`src/rtl/core/pdef_pkg.sv`:
```
// Shared types, constants and codes for the pen report deadband/EMA filter.
`default_nettype none
package pdef_pkg;

  localparam int RawReportBytes       = 8;
  localparam int PrependedReportBytes = 9;

  localparam logic [7:0] PEN_ID     = 8'h02;
  localparam logic [7:0] ST_TIP     = 8'h01;
  localparam logic [7:0] ST_BARREL1 = 8'h02;
  localparam logic [7:0] ST_BARREL2 = 8'h04;
  localparam logic [7:0] ST_ERASER  = 8'h08;
  localparam logic [7:0] ST_PROX    = 8'h40;
  localparam logic [6:0] STRENGTH_CAP = 7'd95;
  localparam logic [6:0] PERCENT      = 7'd100;

  localparam int QueueDepth = 2;

  typedef enum logic [1:0] {
    KIND_IGNORED = 2'd0,
    KIND_OUT_PROX = 2'd1,
    KIND_SAMPLE  = 2'd2
  } kind_t;

  // Configuration register indexes.
  localparam logic [2:0] REG_DEADZONE    = 3'd0;
  localparam logic [2:0] REG_DZ_SQUARED  = 3'd1;
  localparam logic [2:0] REG_SMOOTH_EN   = 3'd2;
  localparam logic [2:0] REG_SMOOTH_STR  = 3'd3;
  localparam logic [2:0] REG_TIP_THRESH  = 3'd4;
  localparam logic [2:0] REG_TIP_DISABLE = 3'd5;
  localparam logic [2:0] REG_PRESSURE_EN = 3'd6;

  typedef struct packed {
    logic [6:0] pkt_length;
    logic [7:0] byte_0;
    logic [7:0] byte_1;
    logic [7:0] byte_2;
    logic [7:0] byte_3;
    logic [7:0] byte_4;
    logic [7:0] byte_5;
    logic [7:0] byte_6;
    logic [7:0] byte_7;
    logic [7:0] byte_8;
  } in_item_t;

  typedef struct packed {
    logic [1:0]  kind;
    logic [15:0] pos_x;
    logic [15:0] pos_y;
    logic [15:0] raw_x;
    logic [15:0] raw_y;
    logic [15:0] pressure;
    logic [3:0]  buttons;
  } out_item_t;

  // Decoded report handed from the front end to the filter.
  typedef struct packed {
    kind_t       kind;
    logic [15:0] raw_x;
    logic [15:0] raw_y;
    logic [15:0] pressure;
    logic [3:0]  buttons;
  } dec_item_t;

  typedef struct packed {
    logic [9:0]  deadzone;
    logic [19:0] deadzone_squared;
    logic        smoothing_enable;
    logic [6:0]  smoothing_strength;
    logic [15:0] tip_threshold;
    logic        tip_click_disable;
    logic        pressure_enable;
  } cfg_t;

endpackage
`default_nettype wire

```
`src/rtl/core/pdef_front.sv`:
```
// Front end: report alignment, ID check, field decode and button flags.
`default_nettype none
module pdef_front (
  input  wire pdef_pkg::in_item_t  item,
  input  wire pdef_pkg::cfg_t      cfg,
  output pdef_pkg::dec_item_t      dec
);
  import pdef_pkg::*;

  logic [7:0] b [9];
  logic       off;
  logic [7:0] id, status;
  logic [15:0] rx, ry, rp;
  logic        tip;

  always_comb begin
    b[0] = item.byte_0; b[1] = item.byte_1; b[2] = item.byte_2;
    b[3] = item.byte_3; b[4] = item.byte_4; b[5] = item.byte_5;
    b[6] = item.byte_6; b[7] = item.byte_7; b[8] = item.byte_8;
    // A prepended byte shifts the report one place.
    off = (item.pkt_length >= 7'(PrependedReportBytes)) && (b[0] != PEN_ID) &&
          (b[1] == PEN_ID);
    id     = off ? b[1] : b[0];
    status = off ? b[2] : b[1];
    rx = off ? {b[4], b[3]} : {b[3], b[2]};
    ry = off ? {b[6], b[5]} : {b[5], b[4]};
    rp = off ? {b[8], b[7]} : {b[7], b[6]};
    tip = !cfg.tip_click_disable && (((status & ST_TIP) != 8'd0) ||
          ((cfg.tip_threshold != 16'd0) && (rp >= cfg.tip_threshold)));
    dec = '0;
    dec.kind = KIND_IGNORED;
    if ((item.pkt_length >= 7'(RawReportBytes)) && (id == PEN_ID)) begin
      if ((status & ST_PROX) == 8'd0) begin
        dec.kind = KIND_OUT_PROX;
      end else begin
        dec.kind     = KIND_SAMPLE;
        dec.raw_x    = rx;
        dec.raw_y    = ry;
        dec.pressure = cfg.pressure_enable ? rp : 16'd0;
        dec.buttons  = {(status & ST_ERASER) != 8'd0, (status & ST_BARREL2) != 8'd0,
                        (status & ST_BARREL1) != 8'd0, tip};
      end
    end
  end

endmodule
`default_nettype wire

```
`config.mk`:
```
export PLATFORM = sky130hd
export DESIGN_NAME = pdef_front
export DESIGN_NICKNAME = d
export VERILOG_FILES = /design/src/rtl/core/pdef_pkg.sv /design/src/rtl/core/pdef_front.sv
export SDC_FILE = /design/constraint.sdc
export NUM_CORES = 1
export LEC_CHECK = 0
export ABC_AREA = 1
export BUFFER_PORTS_ARGS = -buffer_cell sky130_fd_sc_hd__buf_4
export CORE_ASPECT_RATIO = 1.1
export CORE_MARGIN = 1
export CORE_UTILIZATION = 30
export DETAILED_ROUTE_END_ITERATION = 6
export GPL_TIMING_DRIVEN = 0
export PLACE_DENSITY = 0.73
export SYNTH_ARGS = -nofsm -noshare
export SYNTH_HDL_FRONTEND = slang
export SYNTH_SLANG_ARGS = --single-unit
export TNS_END_PERCENT = 5
```
`constraint.sdc`:
```
create_clock -name vclk -period 2.2
set_clock_uncertainty 0.05 [all_clocks]
set_input_delay 0 -clock vclk [all_inputs]
set_output_delay 0 -clock vclk [all_outputs]
set_load 0.005 [all_outputs]
```
# After elaboration in Yosys (flattened, before gate mapping)

Cells that the tools add are included.

Register bits after elaboration: 0
Output and inout port bits: 54
Logic and storage cells: 24

$lt $le $gt $ge: 3
Equal/unequal tests: 3
Mux-type cells: 9
Reduce and logical (&&, ||, !) cells: 9

Operators by type and width:

| kind                                                                                | number |
|---|---|
| 16-bit 2-to-1 mux                                                                   | 4 |
| 54-bit 2-to-1 mux                                                                   | 1 |
| 52-bit 2-to-1 mux                                                                   | 1 |
| 8-bit by 2-bit equality test with 1-bit output, second input constant               | 2 |
| 16-bit greater-or-equal comparator                                                  | 1 |
| 16-bit nonzero test                                                                 | 1 |
| 7-bit by 4-bit greater-or-equal comparator with 1-bit output, second input constant | 2 |
| 8-bit logical NOT                                                                   | 1 |
| 8-bit 2-to-1 mux                                                                    | 1 |
| 8-bit by 2-bit != test with 1-bit output, second input constant                     | 1 |
| 7-bit 2-to-1 mux                                                                    | 1 |
| 1-bit logical AND                                                                   | 5 |
| 2-bit 2-to-1 mux                                                                    | 1 |
| 1-bit logical NOT                                                                   | 1 |
| 1-bit logical OR                                                                    | 1 |

# Longest topological paths before layout

Depth after elaboration: 10
Gate-level depth with buffers: 20
Mapped depth without buffers: 19

# Worst setup path before layout

OpenSTA, ideal clock, no wires.

Kind: input -> output
Start: input item[63] in the netlist's numbering
End: output dec[0] in the netlist's numbering
Arrival time: 1,895 ps
Data required time: 2,150 ps
Slack: 255 ps
Stages: 17
Buffers on the path: 2
Path through: nor2_1 nand2_1 nor2_4 nand3_4 buf_2 buf_2 o21ai_1 inv_1 ha_1 nand2_1 inv_1 nand3_1 nor3_1 nand2_1 nand3_1 nand2_1 a21oi_1

RTL lines:

| what               | line            | text |
|---|---|---|
| start: declaration | pdef_front.sv:4 | `input wire pdef_pkg::in_item_t item,` |
| end: declaration   | pdef_front.sv:6 | `output pdef_pkg::dec_item_t dec` |

==> results.toml <==
[timing]
hold_viol = 0
max_freq_mhz = 457.4
period_share_pct = 99.37
grt_setup_unrepaired = "yes"
min_period_ns = 2.186
finalSetupViolations = 0
relSlewSlack_pct = 72.82
final_max_slew_viol_count = 0
tightest_slew_ns = 0.4040

[yosys]
synth_area_um2 = 1602
synth_cell_type_count = 28
syn-instance-count = 324
syn_nets = 475
seq_area_frac_synth_pct = 0
synth.avg_cell_area_um2 = 4.943
yosysWarnings = 0

[die]
die_h_um = 78.63
fp.dieW_um = 71.67
std_cell_rows = 27
coreArea_um2 = 5067
fp.dieArea_um2 = 5635
initial_utilization_pct = 31.60
ios = 189

[grt]
antenna_found_initial = 0
grt_pass1_vias = 2498
grt_max_degree = 16
track_usage_pct = 22.33
overflow = 0
grt_pass1_wl_mm = 10.47

[final_layout]
final_util_pct = 63.93
drive_above_1_share_pct = 50.00
final_common_cell = "buf_4"
nets = 647
stdcell_area_um2 = 3239
n_clock_buffer = 0
final_cell_mix = "162 x buf_4, 74 x nand2_1, 65 x inv_1, 32 x nor2_1, 22 x a21oi_1"
seq_cell_count = 0
syn_to_final_growth_pct = 102.3
diodes = 0
register_area_um2 = 0

[worst_hold_path]
hp-start = "item[59]"
hold_path.class = "input pin to primary output"
holdPathEnd = "dec[3]"
hold_depth = 4

[setup_path]
worstPathRequired_ns = 2.15
path_max_fanout = 5
end_kind = "primary output"
cp.arrival_ns = 2.14
crit_path_start_kind = "input pin"
path_class = "input pin to primary output"

[pwr]
p_per_area_nw_per_um2 = 111.8
cellLeakagePower_uw = 0.001884
peakVddDrop_uv = 85.11

[placement]
place_congestion = 0.8246
io_buffers = 151
dp_hpwl_mm = 5.482
dpl_cell_area_um2 = 2808

[drt]
drt-wirelength-per-cell_um = 12.42
first_pass_iters = 4
viasPerCell = 4.676
drtIter0Drc = 101
wl_mm = 6.857
ant_nets = 0
num_vias = 2581
drc = 0

[status]
outcome = "completed"

[run]
cap_violations = 0
==> cells in the mapped netlist (2+ instances only) <==
cell,n,area share (%)
nand2_1,82,19
inv_1,69,16
nor2_1,37,8.7
o21ai_0,31,9.7
a21oi_1,23,7.2
ha_1,16,12
nor2_2,12,4.7
buf_2,10,3.1
or2_2,9,3.5
nand3_1,5,1.6
nor4_1,4,1.6
o21ai_1,4,1.3
nand4_1,3,1.2
clkbuf_1,2,0.47
nand2_2,2,0.78
nand3_4,2,2.2
nor3_1,2,0.63
==> layer usage <==
layer | track usage [%] | routed length, µm | vias to the layer above
met5 | 0 | 0 | -
met4 | 1.765 | 43 | 0
met3 | 3.081 | 430 | 4
met2 | 43.49 | 3633 | 96
met1 | 26.33 | 2749 | 1142
li1 | - | - | 1339
==> cell families after synthesis <==
family                   share of synthesized area, %
AND/OR/NAND/NOR                                 46.80
buffers and inverters                           21.17
AO/OA/AOI/OAI                                   19.53
adder cells (fa/ha/maj)                         12.50
==> metrics by stage <==
stage	hold WS [ns]	setup WS, ns	instances	power (µW)	TNS (ns)
global route	0.2950	-0.1124	552	403.5	-0.1124
finish	0.2692	0.01396	552	362.2	0
global placement	0.2848	-0.3056	533	293.5	-0.3056
detailed placement	0.2873	-0.3939	533	299.9	-0.3939
floorplan	0.03910	0.2552	324	123.6	0
CTS	0.2915	-0.007115	543	322.9	-0.007115
==> cell type report <==
type	instances	area [µm²]
Fill cell	495	1828
Buffer	13	107.6
Inverter	70	262.8
Multi-Input combinational cell	241	1479
Timing Repair Buffer	170	1318
Tap cell	58	72.57
==> power by group <==
part	total, µW	internal, µW	switching, µW	leakage (µW)
clock	0	0	0	0
sequential	0	0	0	0
combinational	362	201	161	0.00188
==> repair_timing <==
action                     4_1_cts  5_1_grt
gates resized for setup         37       38
setup buffers                   10        6
gates cloned                     1        3
setup endpoints to repair        1        1
hold buffers                     0        0
pin swaps                        7       21
==> critical path, stage by stage <==
cell,delay (ns)
buf_8,0.10
nor2_4,0.10
nand2_2,0.07
nor2_4,0.17
nand3_4,0.16
buf_12,0.18
o21ai_4,0.14
inv_2,0.06
ha_4,0.26
nand2_2,0.05
inv_2,0.06
nand3_2,0.07
nor3_2,0.22
nand2_1,0.07
nand3_1,0.09
nand2_2,0.07
a21oi_2,0.12
buf_4,0.12
==> worst max-delay path by stage <==
stage	startpoint	end	slack, ns	cells after the start
3_3_place_gp	item[63]	dec[0]	-0.31	19
3_5_place_dp	item[63]	dec[0]	-0.39	19
5_1_grt	item[77]	dec[0]	-0.11	20
6_report	item[62]	dec[0]	0.01	18
2_1_floorplan	item[63]	dec[0]	0.26	17
4_1_cts	item[58]	dec[0]	-0.007	16
No activity file was read; power rests on OpenSTA's default activity.
