--- src/rtl/core/pdef_pkg.sv ---
// Shared types, constants and codes for the pen report deadband/EMA filter.
`default_nettype none
package pdef_pkg;

  localparam int RawReportBytes       = 8;
  localparam int PrependedReportBytes = 9;

  localparam logic [7:0] PEN_ID     = 8'h02;
  localparam logic [7:0] ST_TIP     = 8'h01;
  localparam logic [7:0] ST_BARREL1 = 8'h02;
  localparam logic [7:0] ST_BARREL2 = 8'h04;
  localparam logic [7:0] ST_ERASER  = 8'h08;
  localparam logic [7:0] ST_PROX    = 8'h40;
  localparam logic [6:0] STRENGTH_CAP = 7'd95;
  localparam logic [6:0] PERCENT      = 7'd100;

  localparam int QueueDepth = 2;

  typedef enum logic [1:0] {
    KIND_IGNORED = 2'd0,
    KIND_OUT_PROX = 2'd1,
    KIND_SAMPLE  = 2'd2
  } kind_t;

  // Configuration register indexes.
  localparam logic [2:0] REG_DEADZONE    = 3'd0;
  localparam logic [2:0] REG_DZ_SQUARED  = 3'd1;
  localparam logic [2:0] REG_SMOOTH_EN   = 3'd2;
  localparam logic [2:0] REG_SMOOTH_STR  = 3'd3;
  localparam logic [2:0] REG_TIP_THRESH  = 3'd4;
  localparam logic [2:0] REG_TIP_DISABLE = 3'd5;
  localparam logic [2:0] REG_PRESSURE_EN = 3'd6;

  typedef struct packed {
    logic [6:0] pkt_length;
    logic [7:0] byte_0;
    logic [7:0] byte_1;
    logic [7:0] byte_2;
    logic [7:0] byte_3;
    logic [7:0] byte_4;
    logic [7:0] byte_5;
    logic [7:0] byte_6;
    logic [7:0] byte_7;
    logic [7:0] byte_8;
  } in_item_t;

  typedef struct packed {
    logic [1:0]  kind;
    logic [15:0] pos_x;
    logic [15:0] pos_y;
    logic [15:0] raw_x;
    logic [15:0] raw_y;
    logic [15:0] pressure;
    logic [3:0]  buttons;
  } out_item_t;

  // Decoded report handed from the front end to the filter.
  typedef struct packed {
    kind_t       kind;
    logic [15:0] raw_x;
    logic [15:0] raw_y;
    logic [15:0] pressure;
    logic [3:0]  buttons;
  } dec_item_t;

  typedef struct packed {
    logic [9:0]  deadzone;
    logic [19:0] deadzone_squared;
    logic        smoothing_enable;
    logic [6:0]  smoothing_strength;
    logic [15:0] tip_threshold;
    logic        tip_click_disable;
    logic        pressure_enable;
  } cfg_t;

endpackage
`default_nettype wire

--- src/rtl/core/pdef_queue.sv ---
// Small register queue between the front end and the filter.
`default_nettype none
module pdef_queue #(
  parameter int Depth = pdef_pkg::QueueDepth
) (
  input  wire                       clk,
  input  wire                       rst_n,
  input  wire                       push,
  input  wire pdef_pkg::dec_item_t  wdata,
  output logic                      full,
  input  wire                       pop,
  output logic                      empty,
  output pdef_pkg::dec_item_t       rdata
);
  import pdef_pkg::*;

  localparam int AW = (Depth > 1) ? $clog2(Depth) : 1;

  dec_item_t             mem_r [Depth];
  logic [AW-1:0]         wp_r, rp_r;
  logic [$clog2(Depth+1)-1:0] cnt_r;

  assign full  = (cnt_r == ($bits(cnt_r))'(Depth));
  assign empty = (cnt_r == '0);
  assign rdata = mem_r[rp_r];

  // Storage is written on each accepted transfer.
  always_ff @(posedge clk) begin
    if (push && !full) begin
      mem_r[wp_r] <= wdata;
    end
  end

  always_ff @(posedge clk) begin
    if (!rst_n) begin
      wp_r  <= '0;
      rp_r  <= '0;
      cnt_r <= '0;
    end else begin
      if (push && !full) begin
        wp_r <= (wp_r == AW'(Depth - 1)) ? '0 : wp_r + 1'b1;
      end
      if (pop && !empty) begin
        rp_r <= (rp_r == AW'(Depth - 1)) ? '0 : rp_r + 1'b1;
      end
      cnt_r <= cnt_r + ($bits(cnt_r))'(push && !full) - ($bits(cnt_r))'(pop && !empty);
    end
  end

endmodule
`default_nettype wire

--- config.mk ---
export PLATFORM = sky130hd
export DESIGN_NAME = pdef_queue
export DESIGN_NICKNAME = d
export VERILOG_FILES = /design/src/rtl/core/pdef_pkg.sv /design/src/rtl/core/pdef_queue.sv
export SDC_FILE = /design/constraint.sdc
export NUM_CORES = 1
export LEC_CHECK = 0
export BUFFER_PORTS_ARGS = -buffer_cell sky130_fd_sc_hd__buf_2
export CORE_MARGIN = 5
export CORE_UTILIZATION = 40
export CTS_CLUSTER_SIZE = 16
export DETAILED_ROUTE_END_ITERATION = 7
export PLACE_DENSITY = 0.67
export SYNTH_ARGS = -nofsm -noshare
export SYNTH_HDL_FRONTEND = slang
export SYNTH_SLANG_ARGS = --single-unit
--- constraint.sdc ---
create_clock -name clk -period 8.5 [get_ports clk]
set_input_delay 0.85 -clock clk [delete_from_list [all_inputs] [get_ports clk]]
set_output_delay 0.85 -clock clk [all_outputs]
set_load 0.02 [all_outputs]
Yosys cells after proc, flatten, opt, wreduce, memory -nomap -nowiden
Memory sizes are Yosys's and may differ from the RTL's. A register that Yosys moved wholly into a read port is not among the register bits.
Cells that the tools add are included.
{"block": "op_classes", "addsub": 4, "eq_ne": 1, "mux": 6, "reduce_logical": 5}
{"cell": "two-way mux 1 bit", "n": 6}
{"cell": "adder 1 bit, second input constant", "n": 2}
{"cell": "adder 2 x 1 -> 2 bit", "n": 1}
{"cell": "equality test 2 bit, second input constant", "n": 1}
{"cell": "logical AND 1 bit", "n": 2}
{"cell": "logical NOT 1 bit", "n": 2}
{"cell": "logical NOT 2 bit", "n": 1}
{"cell": "subtractor 2 x 1 -> 2 bit", "n": 1}
{"block": "word_totals", "ff_bits": 4, "ram_bits": 108, "output_inout_bits": 56, "memories": 1}
{"name": "mem_r", "depth": 2, "width": 54, "rd": 1, "rd_ports_with_merged_regs": 1, "write_ports": 1, "line": "pdef_queue.sv:19", "source": "dec_item_t mem_r [Depth];"}

Logic depth before layout (Yosys ltp)
Gate-level depths: netlist (run 1).
{"block": "logic_depth", "ltp_word": 5, "mapped_depth": 8}

Worst setup path before layout (run 1)
Ideal clock, no wire load.
{"block": "synth_path", "kind": "input port to flip-flop", "start": "input push", "end": "memory mem_r[0][0] in the netlist's numbering (enable)", "setup_time_ps": 466, "t_arrival_ps": 3207, "required_ps": 8034, "setup_slack_ps": 4828, "cell_stages": 2, "n_path_buf": 0, "path_cell_list": "nand2_1 > nor2_1"}
{"block": "synth_between", "elab_chain_cells": 3}
{"element": "start, declared", "line": "pdef_queue.sv:8", "source": "input wire push,"}
{"element": "logical AND 1 bit", "line": "pdef_queue.sv:29", "source": "if (push && !full) begin"}
{"element": "two-way mux 1 bit", "line": "pdef_queue.sv:29"}
{"element": "two-way mux 1 bit (not written as such)", "line": "pdef_queue.sv:30", "source": "mem_r[wp_r] <= wdata;"}
{"element": "end, declared", "line": "pdef_queue.sv:19"}
No other way between the ends.

==> metrics, run 1 <==
status=finished, final reports clean; total gr overflow=0; met1 usage=0.130; Seq cells post-synth=about 110; ant diodes=0; final core occ=0.522; wire length per cell=around 16 µm; total track usage=0.121; Final Critical Period=about 2.9 ns; share of layout cells above drive strength 1=0.599; # Max-Cap Violations=0; grt met3 use=0.0571; mean post-synth cell area=22.7 µm²; via count=2147; DR vias/cell=4.53; sequential-to-total area share from yosys stat=0.762; Warnings, synthesis=0; CORE AREA=10800 µm²; Syn Std Cell Area=roughly 4400 µm²; DIE AREA=13200 µm²; largest net degree at the start of global routing=55; NumNets Final=381; first-pass GRT wire length=roughly 12 mm; RSZ-0062 raised after global routing=false; Critical Path Fanout Max=54; Worst setup EP type=output pin; DRT Pass-1 Iters=4; Post-DRT Antenna Nets=0; die height=115 µm; antenna violations before repair=0; pwr dens=335 nW/µm²; number of top-level pins=114; row cnt=38; max-slew violation count=0; met2 Usage GRT=0.206; routability cong.=0.658; Min-Delay Path Class=reg2reg; Final Hold Vio Count=0; Initial DRC Count=60; H-tree levels=4; leak pwr=2.24 nW; crit path kind=reg2out; Setup TNS Final=0 ns; worst-skew pair later-pin latency=~0.5 ns; Final Power=1.89 mW; TritonCTS Buffers=17; Slew @ Worst Pin=1.01 ns; maximum clock rate=339 MHz; post-CTS sizing=0; Post-CTS Setup Inserts=0; DRC=0; Arr. time, crit path=2.10 ns; Clock Path Buffers=2; WL final=between 7 and 8 mm; gr busiest metal=met2; CTS tree=built; Layout area overhead=28.4%; most common cell after layout, fill and taps aside=buf_2; die width=115 µm; CTS clk-pin slew, worst paths=~0.050 ns; Setup Viol. Count Final=0; vias in the first global route=about 2300; CP Launch Type=flip-flop; Synth Instances=193; Hold-fix buffers, CTS=0; Tcrit/Tclk final=0.347; root buf cell=clkbuf_8; worst vdd ir=126 µV; Initial Utilization=0.406; Rel. slew slack=0.326; DP Wirelength=4.73 mm; number of port buffers=around 110; Synth cell types=17; commonest non-fill, non-tap cells in the layout=buf_2 (113), edfxtp_1 (108), mux2_4 (50); required time of the critical path=7.65 ns; Setup Skew=~0.0052 ns; # clock sinks=113; Post-Syn Nets=253
[final cells by class]
type / count / area (µm²)
Fill cell: 910 / 5160
Inverter: 2 / 7.51
Multi-Input combinational cell: 72 / 932
Timing Repair Buffer: 115 / 581
Clock inverter: 13 / 168
Tap cell: 140 / 175
Sequential cell: 113 / 3350
Clock buffer: 19 / 422
[synthesized netlist by cell type]
cell type | instances | area share
xnor2_1 | 3 | 0.0060
mux2_4 | 50 | 0.17
nor2_1 | 2 | 0.0017
buf_6 | 1 | 0.0026
o21a_1 | 1 | 0.0017
nor2b_1 | 2 | 0.0029
and2_1 | 2 | 0.0029
nand2_1 | 2 | 0.0017
edfxtp_1 | 108 | 0.74
and3_1 | 1 | 0.0014
dfxtp_1 | 5 | 0.023
buf_12 | 5 | 0.023
mux2i_1 | 1 | 0.0023
mux2_2 | 4 | 0.010
inv_1 | 2 | 0.0017
nand2b_1 | 2 | 0.0029
ha_1 | 2 | 0.0057
[layer usage]
metal  vias up  routed length [µm]
met5         -                   0
met4         0                  87
met3         9                 634
met2        74                3830
met1      1055                2850
li1       1009                   -
[path summary, 6_finish.rpt]
| check | end | cells past startpoint | start | slack (ns) |
|---|---|---|---|---|
| min | wp_r$_SDFFE_PN0P_ | 2 | wp_r$_SDFFE_PN0P_ | 0.53 |
| min reg2reg | wp_r$_SDFFE_PN0P_ | 2 | wp_r$_SDFFE_PN0P_ | 0.53 |
| max | rdata[48] | 2 | flip-flop | 5.55 |
| max reg2reg | mem_r[0][14]$_DFFE_PP_ | 4 | cnt_r[0]$_SDFF_PN0_ | 6.50 |
[flip-flops by register name (all words and copies together) (netlist names), named ones only]
| signal | flops |
|---|---|
| cnt_r | 2 |
| mem_r | 108 |
| rp_r | 1 |
| wp_r | 1 |
[critical path, stage by stage (launching register included)]
cell,delay (ns)
dfxtp_4,0.97
mux2_2,0.42
buf_2,0.16
[per-stage QoR]
| step | area, µm² | setup WS (ns) | hold slack [ns] | cells |
|---|---|---|---|---|
| final | 5630 | 5.55 | 0.527 | 474 |
| after global routing | 5630 | 5.42 | 0.508 | 474 |
| after CTS | 5630 | 5.46 | 0.504 | 474 |
| after floorplan | 4390 | 4.83 | 0.455 | 193 |
| after detailed placement | 5040 | 6.00 | 0.525 | 442 |
| after global placement | 5040 | 6.00 | 0.506 | 442 |
[cell families after synthesis]
kind of cell | after synthesis | synth area share
and+or+nand+nor | 11 | 0.0134
DFF | 113 | 0.762
buffers and inverters | 8 | 0.0271
adders and majority gates | 2 | 0.00571
muxes | 55 | 0.184
AOI/OAI and AO/OA | 1 | 0.00171
xor gates and xnor gates | 3 | 0.00599
[power breakdown]
group	total, mW	internal (mW)	switching, mW	leakage (nW)
clock network	0.696	0.470	0.226	0.286
registers	0.767	0.702	0.0644	1.05
logic	0.425	0.210	0.216	0.900
(Power assumes the default switching activity.)
==> inputs of run 2 (changes only) <==
ABC_AREA = 1   (was not set)
clock period = 3 ns   (was 8.5 ns; I/O delays follow)
==> run 2 against run 1 <==
  * Area after synthesis is 0.29% higher
  * Synthesized cell count is 6.7% higher
  * Non-clock buffer count is 56 higher
  * Routed wire length is 9.9% higher
  * Die area is 0.26% higher
  * Clock skew is 0.0037 ns higher
  * Clock power grew to 3.1 times the previous value
  * Critical path type unchanged
  * Critical endpoint is now rdata[12]
  * Largest cell class unchanged
  * Highest routed layer unchanged
==> metrics, run 2 <==
antenna violations before repair=0; top cells by instance count after synthesis=edfxtp_1 (108), mux2_4 (50), inv_1 (9), nand2_1 (9), nor2_1 (8); CTS clk-pin slew, worst paths=0.06 ns; max reg flops=108; largest net degree at the start of global routing=34; crit path buf inv count=2; Worst path top cell family by delay=flip-flops; most common cell after layout, fill and taps aside=buf_2; CP max-delay cell=dfxtp_4; Slew @ Worst Pin=0.764 ns; final core occ=0.583; routability cong.=0.666; Seq cells post-synth=between 100 and 150; crit path kind=reg2out; CP Launch Type=flip-flop; share of layout cells above drive strength 1=0.506; worst setup path endpoint=rdata[12]; Worst setup EP type=output pin; vias in the first global route=2665; sequential-to-total area share from yosys stat=0.760; Post-synth EDFFs=108; leak pwr=around 2.6 nW; die width=115 µm; CTS tree=built; row cnt=38; DRT Pass-1 Iters=4; crit-path cells=buf_12 > mux2_4 > buf_2; biggest regs=mem_r: 108 flops, cnt_r: 2 flops; root buf cell=clkbuf_8; DP Wirelength=5.10 mm; Clock Path Buffers=2; ant diodes=0; Critical Path Fanout Max=33; post-CTS sizing=0; filler instances=838; worst r2r path cells=5; Critical Path Max Stage Delay=slightly below 0.8 ns; status=finished, final reports clean; NumNets Final=450; reg2reg start=cnt_r[0]$_SDFF_PN0_; pwr dens=906 nW/µm²; H-tree levels=4; Tcrit/Tclk final=0.784; Rel. slew slack=0.490; CORE AREA=approximately 11000 µm²; Final Hold Vio Count=0; Final Critical Period=2.35 ns; Setup Skew=approximately 0.0089 ns; # Max-Cap Violations=0; commonest non-fill, non-tap cells in the layout=buf_2 (113), edfxtp_1 (108), dlygate4sd3_1 (54); DRC=0; die height=~110 µm; ys flop type=edfxtp_1; worst reg2reg path endpoint=mem_r[1][12]$_DFFE_PP_; Post-synth ARST share=0; # clock sinks=113; most common cell in the netlist=edfxtp_1; Post-Syn Nets=~270; required time of the critical path=2.70 ns; Arr. time, crit path=between 2 and 2.5 ns; Synth cell types=12; Comb power frac=0.238; via count=2437; Setup TNS Final=0 ns; wire length per cell=15.0 µm; Initial Utilization=0.407; Yosys top cell area share=0.737; Final Power=5.70 mW; DP Area=around 5100 µm²; number of port buffers=113; critical path depth=3; Synth Instances=206; leading area contributor after synthesis=edfxtp_1; TritonCTS Buffers=17; first-pass GRT wire length=12.9 mm; Pint=between 4 and 5 mW; number of top-level pins=114; P_sw=1.49 mW; FF-to-FF setup slack=1.20 ns; total gr overflow=0; RSZ-0062 raised after global routing=false; maximum clock rate=425 MHz; DR vias/cell=4.49; Syn Std Cell Area=4400 µm²; Min-Delay Path Class=in2reg; WL final=8.14 mm; Most flops, register=mem_r; Warnings, synthesis=0; Hold-fix buffers, CTS=54; fin cells=543; switch share=0.262; total track usage=0.131; mean post-synth cell area=roughly 21 µm²; post-layout instance area=6290 µm²; worst-skew pair later-pin latency=0.49 ns; DIE AREA=13200 µm²; top cells by area, synth=edfxtp_1 (74%), mux2_4 (17%), buf_12 (2.3%); sequential power share=0.376; max-slew violation count=0; Layout area overhead=43.0%; Setup Viol. Count Final=0; Initial DRC Count=87; Clock Power Share=0.385; Post-DRT Antenna Nets=0; Post-CTS Setup Inserts=0; worst vdd ir=470 µV; Inst Count DP=around 460
-- run 2: cell count changes after synthesis, moves of 3 or more --
cell     previous run  this run
xnor2_1             3         0
inv_1               2         9
nand3_1             0         3
nand2_1             2         9
nor2_1              2         8
-- run 2: final cells by class --
type | count | area [µm²] | area share
Sequential cell | 113 | 3350 | 0.532
Inverter | 9 | 33.8 | 0.00537
Tap cell | 140 | 175 | 0.0278
Timing Repair Buffer | 171 | 1160 | 0.185
Multi-Input combinational cell | 78 | 917 | 0.146
Clock buffer | 21 | 449 | 0.0714
Clock inverter | 11 | 208 | 0.0330
-- run 2: cell families after synthesis --
kind of cell / Yosys count / share of synthesized area
AND/OR/NAND/NOR: 20 / 0.0179
multiplexers: 54 / 0.181
AO/OA/AOI/OAI: 2 / 0.00228
adder cells (fa/ha/maj): 2 / 0.00569
flip-flops: 113 / 0.760
buffers and inverters: 15 / 0.0330
-- run 2: power by group through the flow --
stage / clock, mW / combinational [mW] / sequential, mW
3_3_place_gp: 0 / 1.31 / 2.17
5_1_grt: 2.33 / 1.46 / 2.18
3_5_place_dp: 0 / 1.33 / 2.18
6_report: 2.19 / 1.36 / 2.14
4_1_cts: 2.24 / 1.39 / 2.15
2_1_floorplan: 0 / 1.08 / 2.09
-- run 2: worst min-delay path by stage --
stage	from	end	slack [ns]	cells past startpoint
2_1_floorplan	rst_n	cnt_r[0]$_SDFF_PN0_	0.39	2
3_3_place_gp	wdata[45]	mem_r[0][45]$_DFFE_PP_	0.49	1
3_5_place_dp	wdata[52]	mem_r[0][52]$_DFFE_PP_	0.49	1
4_1_cts	rst_n	cnt_r[0]$_SDFF_PN0_	0.01	3
5_1_grt	rst_n	cnt_r[0]$_SDFF_PN0_	0.04	3
6_report	rst_n	cnt_r[0]$_SDFF_PN0_	0.04	3
-- run 2: layer usage --
layer	global-route usage	part of all wire	vias up
li1	-	-	1161
met1	0.145	0.40	1191
met2	0.224	0.53	77
met3	0.0526	0.061	8
met4	0.0540	0.013	0
met5	0	0	-
-- run 2: metrics by stage --
step / hold slack (ns) / setup slack, ns
final: 0.0360 / 0.647
after global routing: 0.0356 / 0.532
after CTS: 0.0103 / 0.585
after detailed placement: 0.492 / 1.13
after global placement: 0.487 / 1.13
after floorplan: 0.393 / 0.612
-- run 2: worst reg2reg max path, cell delays in order (launching register included) --
cell and delay [ns]:
dfxtp_1 0.35, inv_1 0.06, nand2_1 0.12, nand3_1 0.12, inv_2 0.58, buf_12 0.27
==> inputs of run 3 (changes only) <==
clock period = 2.4 ns   (was 3 ns; I/O delays follow)
==> run 3 against run 2 <==
  * First-iteration DRC count increased by 4.6%
  * Via count down 0.94%
  * Combinational power increased by 29%
  * Count of clock-buffer cells in the layout grew 2
  * Routed wire length fell by 3.3%
  * Flip-flop and latch count is the same
  * Clock power increased by 21%
  * Non-clock buffer count rose by 2
  * Clock skew fell by 0.00075 ns
  * Largest power group unchanged
==> metrics, run 3 (synthesized netlist as in run 2, its figures left out) <==
post-layout instance area=approximately 6300 µm²; share of layout cells above drive strength 1=0.504; row cnt=38; Hold-fix buffers, CTS=55; antenna violations before repair=0; Rel. slew slack=0.626; vias in the first global route=2616; DRT Pass-1 Iters=4; Setup TNS Final=0 ns; Final Hold Vio Count=0; worst-skew pair later-pin latency=around 0.50 ns; CORE AREA=approximately 11000 µm²; commonest non-fill, non-tap cells in the layout=buf_2 (113), edfxtp_1 (108), dlygate4sd3_1 (55); Multi-input gate area=around 920 µm²; root buf cell=clkbuf_8; max-slew violation count=0; Tcrit/Tclk final=0.882; CP Launch Type=flip-flop; biggest regs=mem_r: 108 flops, cnt_r: 2 flops; die width=roughly 110 µm; Min-Delay Path Class=in2reg; wire length per cell=roughly 14 µm; DRC=0; setup slack at placement=around 0.64 ns; routability cong.=0.769; Layout area overhead=43.2%; Post-DRT Antenna Nets=0; Setup Viol. Count Final=0; Worst setup EP type=output pin; Final Critical Period=roughly 2.1 ns; worst vdd ir=546 µV; DP Area=5100 µm²; Final Power=7.04 mW; worst setup slack after layout=~0.28 ns; WL final=7.87 mm; pwr dens=between 1000 and 1500 nW/µm²; via count=2414; # Max-Cap Violations=0; Post-CTS Setup Inserts=0; Critical Path Fanout Max=26; die height=roughly 110 µm; largest net degree at the start of global routing=39; filler instances=between 800 and 900; Slew @ Worst Pin=roughly 0.56 ns; ant diodes=0; Inst Count DP=458; crit path kind=reg2out; NumNets Final=452; total gr overflow=0; Arr. time, crit path=1.88 ns; fin cells=545; RSZ-0062 raised after global routing=false; post-CTS sizing=0; total track usage=0.127; DIE AREA=about 13000 µm²; maximum clock rate=472 MHz; Most flops, register=mem_r; number of port buffers=113; required time of the critical path=around 2.2 ns; max reg flops=~110; TritonCTS Buffers=17; Clock Path Buffers=2; CTS clk-pin slew, worst paths=0.05 ns; # clock sinks=roughly 110; Initial Utilization=0.407; leak pwr=2.55 nW; Setup Skew=0.00818 ns; FF+latch area=3350 µm²; CTS tree=built; number of top-level pins=approximately 110; DP Wirelength=about 5.1 mm; most common cell after layout, fill and taps aside=buf_2; DR vias/cell=4.43; H-tree levels=4; first-pass GRT wire length=about 13 mm; status=finished, final reports clean; Initial DRC Count=91
[run 3: cell count changes in the layout (fill, tap and decap cells not counted)]
cell | previous run | this run
clkbuf_1 | 2 | 3
buf_4 | 2 | 3
clkinvlp_4 | 1 | 3
clkbuf_8 | 3 | 4
clkinv_2 | 4 | 1
bufinv_16 | 6 | 5
dlygate4sd3_1 | 54 | 55
[run 3: final timing paths]
check	start	slack, ns	cells after the start	end
worst max-delay path	flip-flop	0.28	3	rdata[19]
worst min register to register	rp_r$_SDFFE_PN0P_	0.51	2	flip-flop
worst max register to register	cnt_r[0]$_SDFF_PN0_	0.65	5	mem_r[0][20]$_DFFE_PP_
worst min-delay path	push	0.03	3	wp_r$_SDFFE_PN0P_
[run 3: layer usage]
layer | routed length, µm | vias up | GRT usage
met5 | 0 | - | 0
met4 | 165 | 0 | 0.0681
met3 | 557 | 13 | 0.0437
met2 | 3960 | 82 | 0.216
met1 | 3190 | 1153 | 0.140
li1 | - | 1166 | -
[run 3: cell type report]
type | instances | share of cell area
clock buffer | 23 | 0.0741
clock inverter | 9 | 0.0282
inverter | 9 | 0.00537
multi-input combinational | 78 | 0.146
sequential | 113 | 0.532
tap | 140 | 0.0278
timing repair buffer | 173 | 0.187
[run 3: per-stage QoR]
stage	utilization	hold WS, ns
2_1_floorplan	-	0.333
3_3_place_gp	0.473	0.430
3_5_place_dp	0.473	0.432
4_1_cts	0.583	0.00827
5_1_grt	0.583	0.0279
6_report	0.583	0.0319
[run 3: critical path, stage by stage (launching register included)]
cell and delay [ns]:
dfxtp_4 0.59, buf_12 0.28, mux2_4 0.33, buf_2 0.16
[run 3: where the power goes]
group,switching (mW),internal (mW)
Sequential,0.131,2.51
Clock,0.789,1.87
Combinational,0.933,0.813
Total,1.85,5.19
